`src/hdl/htrd_pkg.sv`:
```
// Shared types and constants for the tree-rebuilding Huffman decoder.
package htrd_pkg;

    // Field and table widths fixed by the node format.
    localparam int SYM_W    = 8;
    localparam int IDX_W    = 9;
    localparam int NODE_W   = 19;
    localparam int LEAF_BIT = 18;
    localparam int CNT_W    = 32;
    localparam int DATA_W   = 32;

    // Default alphabet size for the top-level parameter.
    localparam int MAX_SYMBOLS_DEF = 256;

    // Input item kinds.
    localparam logic OP_TREE = 1'b0;
    localparam logic OP_DATA = 1'b1;

    // Configuration register map (index taken from paddr[2]).
    localparam int   ADDR_W         = 3;
    localparam logic REG_OUT_LENGTH = 1'b0;

    // Input request payload.
    typedef struct packed {
        logic             op;
        logic [SYM_W-1:0] byte_in;
    } in_t;

    // Output request payload.
    typedef struct packed {
        logic [SYM_W-1:0] symbol;
        logic             last;
        logic             done_res;
    } out_t;

    // Commands from the controller to the datapath.
    typedef struct packed {
        logic load;
        logic next_bit;
        logic tree_step;
        logic rd_left;
        logic merge_push;
        logic root_load;
        logic walk_rd;
        logic walk_eval;
        logic flush;
    } cmd_t;

    // Status from the datapath to the controller.
    typedef struct packed {
        logic bad;
        logic complete;
        logic reading_leaf;
        logic cur_bit;
        logic last_bit;
        logic sd_zero;
        logic sd_one;
        logic cnt_reached;
        logic cur_leaf;
        logic ent_leaf;
        logic pend_valid;
        logic out_free;
    } stat_t;

endpackage

```
`src/hdl/htrd_ctrl.sv`:
```
// Controller state machine that sequences tree building and decoding bit by bit.
module htrd_ctrl (
    input  logic           clk,
    input  logic           rst_n,
    input  logic           in_valid,
    output logic           in_ready,
    input  htrd_pkg::in_t  in_data,
    input  htrd_pkg::stat_t stat,
    output htrd_pkg::cmd_t cmd
);

    localparam logic [2:0] ST_IDLE   = 3'd0;
    localparam logic [2:0] ST_TBIT   = 3'd1;
    localparam logic [2:0] ST_MRD2   = 3'd2;
    localparam logic [2:0] ST_MPUSH  = 3'd3;
    localparam logic [2:0] ST_ROOT   = 3'd4;
    localparam logic [2:0] ST_DISSUE = 3'd5;
    localparam logic [2:0] ST_DEVAL  = 3'd6;
    localparam logic [2:0] ST_FLUSH  = 3'd7;

    logic [2:0] state_reg;
    logic [2:0] state_next;

    // Next-state and command decode.
    always_comb
    begin
        state_next = state_reg;
        cmd        = '0;
        in_ready   = 1'b0;
        case (state_reg)
            ST_IDLE:
            begin
                in_ready = 1'b1;
                if (in_valid)
                begin
                    cmd.load = 1'b1;
                    if (stat.bad)
                    begin
                        state_next = ST_IDLE;
                    end
                    else if (in_data.op == htrd_pkg::OP_TREE)
                    begin
                        state_next = stat.complete ? ST_IDLE : ST_TBIT;
                    end
                    else
                    begin
                        state_next = stat.complete ? ST_DISSUE : ST_IDLE;
                    end
                end
            end
            ST_TBIT:
            begin
                if (stat.bad || stat.complete)
                begin
                    state_next = ST_IDLE;
                end
                else
                begin
                    cmd.tree_step = 1'b1;
                    if (!stat.reading_leaf && !stat.cur_bit)
                    begin
                        // A zero bit outside a leaf: finish, fail or merge.
                        if (stat.sd_one)
                        begin
                            state_next = ST_ROOT;
                        end
                        else if (stat.sd_zero)
                        begin
                            state_next = ST_IDLE;
                        end
                        else
                        begin
                            state_next = ST_MRD2;
                        end
                    end
                    else
                    begin
                        cmd.next_bit = 1'b1;
                        state_next   = stat.last_bit ? ST_IDLE : ST_TBIT;
                    end
                end
            end
            ST_MRD2:
            begin
                cmd.rd_left = 1'b1;
                state_next  = ST_MPUSH;
            end
            ST_MPUSH:
            begin
                cmd.merge_push = 1'b1;
                cmd.next_bit   = 1'b1;
                state_next     = stat.last_bit ? ST_IDLE : ST_TBIT;
            end
            ST_ROOT:
            begin
                cmd.root_load = 1'b1;
                state_next    = ST_IDLE;
            end
            ST_DISSUE:
            begin
                if (stat.cnt_reached)
                begin
                    state_next = ST_FLUSH;
                end
                else if (stat.cur_leaf)
                begin
                    // Root is a leaf: the bit leads nowhere.
                    cmd.next_bit = 1'b1;
                    state_next   = stat.last_bit ? ST_FLUSH : ST_DISSUE;
                end
                else
                begin
                    cmd.walk_rd = 1'b1;
                    state_next  = ST_DEVAL;
                end
            end
            ST_DEVAL:
            begin
                // Hold while a new symbol would need the busy output register.
                if (!(stat.ent_leaf && stat.pend_valid && !stat.out_free))
                begin
                    cmd.walk_eval = 1'b1;
                    cmd.next_bit  = 1'b1;
                    state_next    = stat.last_bit ? ST_FLUSH : ST_DISSUE;
                end
            end
            ST_FLUSH:
            begin
                if (!stat.pend_valid)
                begin
                    state_next = ST_IDLE;
                end
                else if (stat.out_free)
                begin
                    cmd.flush  = 1'b1;
                    state_next = ST_IDLE;
                end
            end
            default:
            begin
                state_next = ST_IDLE;
            end
        endcase
    end

    // State register.
    always_ff @(posedge clk or negedge rst_n)
    begin
        if (!rst_n)
        begin
            state_reg <= ST_IDLE;
        end
        else
        begin
            state_reg <= state_next;
        end
    end

endmodule

```
`config.mk`:
```
export PLATFORM = sky130hd
export DESIGN_NAME = htrd_ctrl
export DESIGN_NICKNAME = d
export VERILOG_FILES = /design/src/hdl/htrd_pkg.sv /design/src/hdl/htrd_ctrl.sv
export SDC_FILE = /design/constraint.sdc
export NUM_CORES = 1
export LEC_CHECK = 0
export ABC_AREA = 1
export ABC_CLOCK_PERIOD_IN_PS = 3100
export CAP_MARGIN = 20
export CORE_AREA = 2 2 39 41
export DETAILED_ROUTE_END_ITERATION = 8
export DIE_AREA = 0 0 41 43
export DONT_BUFFER_PORTS = 1
export SYNTH_ARGS = -nofsm -noshare
export SYNTH_HDL_FRONTEND = slang
export SYNTH_SLANG_ARGS = --single-unit
```
`constraint.sdc`:
```
create_clock -name clk -period 3.1 [get_ports clk]
set_clock_uncertainty 0.1 [all_clocks]
set_input_delay 0.775 -clock clk [delete_from_list [all_inputs] [get_ports clk]]
set_output_delay 0.775 -clock clk [all_outputs]
set_load 0.02 [all_outputs]
```
* Word-level counts from Yosys, hierarchy flattened
Cells that the tools add are included. Widths: inputs -> output; s select.
Operators by class: eq/ne operators 10, multiplexer cells 37, reductions and logical operators 9
Operators with widths (count):
- $mux 3 | 11
- $pmux 3 s8 | 1
- $mux 1 | 20
- $eq 3x3->1 const B | 4
- $mux 2 | 4
- $eq 3x2->1 const B | 2
- $ne 2x2->1 const B | 2
- $pmux 1 s4 | 1
- $eq 3x1->1 const B | 1
- $logic_and 1x1->1 | 3
- $logic_not 1->1 | 3
- $logic_not 3->1 | 1
- $ne 3x3->1 const B | 1
- $reduce_and 3->1 | 1
- $logic_or 1x1->1 | 1
Word-level totals: register bits 3, input bits 24, output and inout port bits 10, logic and storage cells 57

* Longest topological paths before layout
depth after elaboration 5, mapped depth 8

* Least setup slack after synthesis
OpenSTA, ideal clock, no wires.
path type in2out, from in stat[11] (netlist bit), to out cmd[7] (netlist bit), data arrival time 1.298 ns, required time 2.225 ns, path slack 0.927 ns, stages on the path 5, cell sequence nor2_1 > inv_1 > nor2_1 > a21oi_1 > nand3_1
RTL lines:
- start: declaration | line htrd_ctrl.sv:8 | input htrd_pkg::stat_t stat,
- end: declaration | line htrd_ctrl.sv:9 | output htrd_pkg::cmd_t cmd

==> results.tsv <==
stage	metric	value	unit
placement	dpl cell area	435	sq um
placement	post-place setup slack	0.827	ns
placement	routability cong.	0.742	
timing	post-layout min period	2.31	ns
synthesis	post-synthesis average cell area	5.47	sq um
synthesis	Post-Syn Instances	76	
layout	number of diodes	0	
layout	layout cells sized above 1	0.175	
clocking	postcts setup bufs	0	
placement	dpl hpwl	812	um
grt	GRT Total Usage	0.131	
setup_path	critical path arrival	1.44	ns
setup_path	r2r startpoint	state_reg[2]$_DFFE_PN0P_	
clocking	cts bufs inserted	3	
setup_path	CP Capture Type	output pin	
timing	Fmax	433	MHz
power_and_ir_drop	Cell Pwr Density	314	nW/um^2
power_and_ir_drop	NetSw	0.0000465	W
synthesis	Yosys reg bits	3	
drt	Pre-antenna DRT Iters	4	
grt	vias in the first global route	451	
drt	Via density	4.74	
power_and_ir_drop	Combinational Power Share	0.214	
synthesis	Syn. warnings	0	
layout	Design Area, Final	462	sq um
synthesis	Post-synth ARST share	1.00	
grt	gr ovfl total	0	
floorplan	Die Height	43	um
job	Max Cap Viol	0	
synthesis	Seq/Total Area, Yosys	0.181	
worst_hold_path	HP Class	input pin to asynchronous set/reset pin	
timing	worst slew pin tran	0.631	ns
power_and_ir_drop	LEAKAGE	0.271	nW
drt	WL/cell	10.1	um
timing	post-route setup slack	0.789	ns
synthesis	Synth Flop Type	dfrtp_1	
clocking	clock root buffer master	clkbuf_4	
floorplan	Core Region	1380	sq um
grt	first-pass GRT wire length	1.52	mm
timing	Slew Viols, Final	0	
floorplan	row count	14	
synthesis	share of the synthesized area in the top cell type	0.181	
outcome	outcome	finished clean	
power_and_ir_drop	register share of total power	0.305	
clocking	Resized cells post-CTS	0	
floorplan	Initial Util	0.300	
placement	Port Buffers	0	
drt	DR vias	455	
timing	max_slew headroom	0.576	
setup_path	Crit Path Class	register to output pin	
setup_path	Critical Path Fanout Max	7	
synthesis	Net Count, Synth	101	
timing	Final Setup Violations	0	
clocking	CTS tree	built	
clocking	# clock sinks	3	
drt	post-route ant nets	0	
clocking	clock insertion delay at the later pin of the skew report	0.24	ns
floorplan	Die Wd	41	um
timing	sum of negative setup slack	0	ns
power_and_ir_drop	Internal Pwr Total	0.0000983	W
floorplan	die area	1760	sq um
timing	final worst path period share	0.745	
drt	DRC errors left	0	
layout	Final #Nets	106	
synthesis	post-synthesis instance area	415	sq um
timing	Final Hold Fails	0	
power_and_ir_drop	Clock Power Share	0.481	
grt	initial antenna violation count	0	
setup_path	Critical Path RT	2.22	ns
clocking	CTS Buffer Depth	2	
power_and_ir_drop	switch share	0.321	
drt	detailed router's first-iteration violation count	2	
synthesis	most numerous cell in the Yosys netlist	nor2_1	
clocking	CTS Hold Buffers Added	0	
layout	synthesis-to-layout area growth	11.1	%
setup_path	CP Launch Type	register	
timing	hold slack	0.132	ns
grt	pin count of the biggest net entering global routing	8	
synthesis	Post-synth EDFFs	0	
timing	RSZ-0062 raised after global routing	false	
clocking	CTS clk-pin slew, worst paths	0.04	ns
drt	DRT Wirelength	969	um
synthesis	Netlist cell types	15	
layout	max reg flops	3	
synthesis	cell type with the largest total area after synthesis	dfrtp_1	
setup_path	Worst setup startpoint	state_reg[1]$_DFFE_PN0P_	
synthesis	top post-synthesis cells by area	dfrtp_1 (18%), nor2_1 (16%), nand3_1 (13%), nand2_1 (13%), inv_1 (9.9%)	
clocking	H-Tree Depth	1	
floorplan	io pins	34	
power_and_ir_drop	worst vdd ir	0.149	mV
synthesis	most frequent cells after synthesis	nor2_1 (18), nand2_1 (14), inv_1 (11), nand3_1 (11), inv_2 (4)	
## worst max-delay path, stage by stage, from the launching register on
cell and delay, ns:
dfrtp_1 0.45, inv_2 0.11, nand3_1 0.12, nor3_1 0.52
## power groups by stage
stage	sequential [W]	combinational [W]	clock (W)
finish	0.0000441	0.0000310	0.0000696
global route	0.0000442	0.0000359	0.0000756
CTS	0.0000441	0.0000315	0.0000722
detailed placement	0.0000446	0.0000311	0
global placement	0.0000445	0.0000307	0
floorplan	0.0000440	0.0000274	0
## metal layers
| layer | up-vias | part of all wire | global-route usage | wire length, um |
|---|---|---|---|---|
| met5 | - | 0 | 0 | 0 |
| met4 | 0 | 0 | 0.120 | 0 |
| met3 | 0 | 0.059 | 0 | 57 |
| met2 | 13 | 0.55 | 0.228 | 533 |
| met1 | 195 | 0.39 | 0.126 | 378 |
| li1 | 247 | - | - | - |
## logic make-up after synthesis
logic type	count (synthesis)	synth area share
DFF	3	0.181
AOI/OAI and AO/OA	4	0.0632
buffers and inverters	15	0.136
adders and majority gates	1	0.0301
and+or+nand+nor	53	0.590
## placed cells by master (no fill, tap or decap), types with 3 or more instances in the layout
cell type  Yosys  routed
nor2_1        18      18
nand2_1       14      14
nand3_1       11      11
inv_1         11      11
inv_2          4       4
nor3_1         3       3
nand3_2        3       3
nor2_2         3       3
clkbuf_4       0       3
dfrtp_1        3       3
## final cells by class
type | instances | area (sq um)
multi-input combinational | 58 | 284
fill | 162 | 922
tap | 16 | 20.0
inverter | 15 | 56.3
sequential | 3 | 75.1
clock buffer | 4 | 26.3
## stage by stage
stage          utilization  cells  total power [W]
5_1_grt              0.334     96         0.000156
2_1_floorplan            -     76        0.0000714
6_report             0.334     96         0.000145
4_1_cts              0.334     96         0.000148
3_3_place_gp         0.315     92        0.0000751
3_5_place_dp         0.315     92        0.0000756
## worst paths after layout
kind                                            endpoint  slack [ns]  depth (start not counted)
min in group clk                state_reg[0]$_DFFE_PN0P_        0.67                          4
worst min-delay path            state_reg[0]$_DFFE_PN0P_        0.13                          0
worst max register to register  state_reg[2]$_DFFE_PN0P_        1.58                          7
max in group asynchronous       state_reg[2]$_DFFE_PN0P_        2.69                          0
worst max-delay path                              cmd[2]        0.79                          3
worst min register to register  state_reg[0]$_DFFE_PN0P_        0.67                          4
Note: power is estimated with default switching activity, not from simulation.
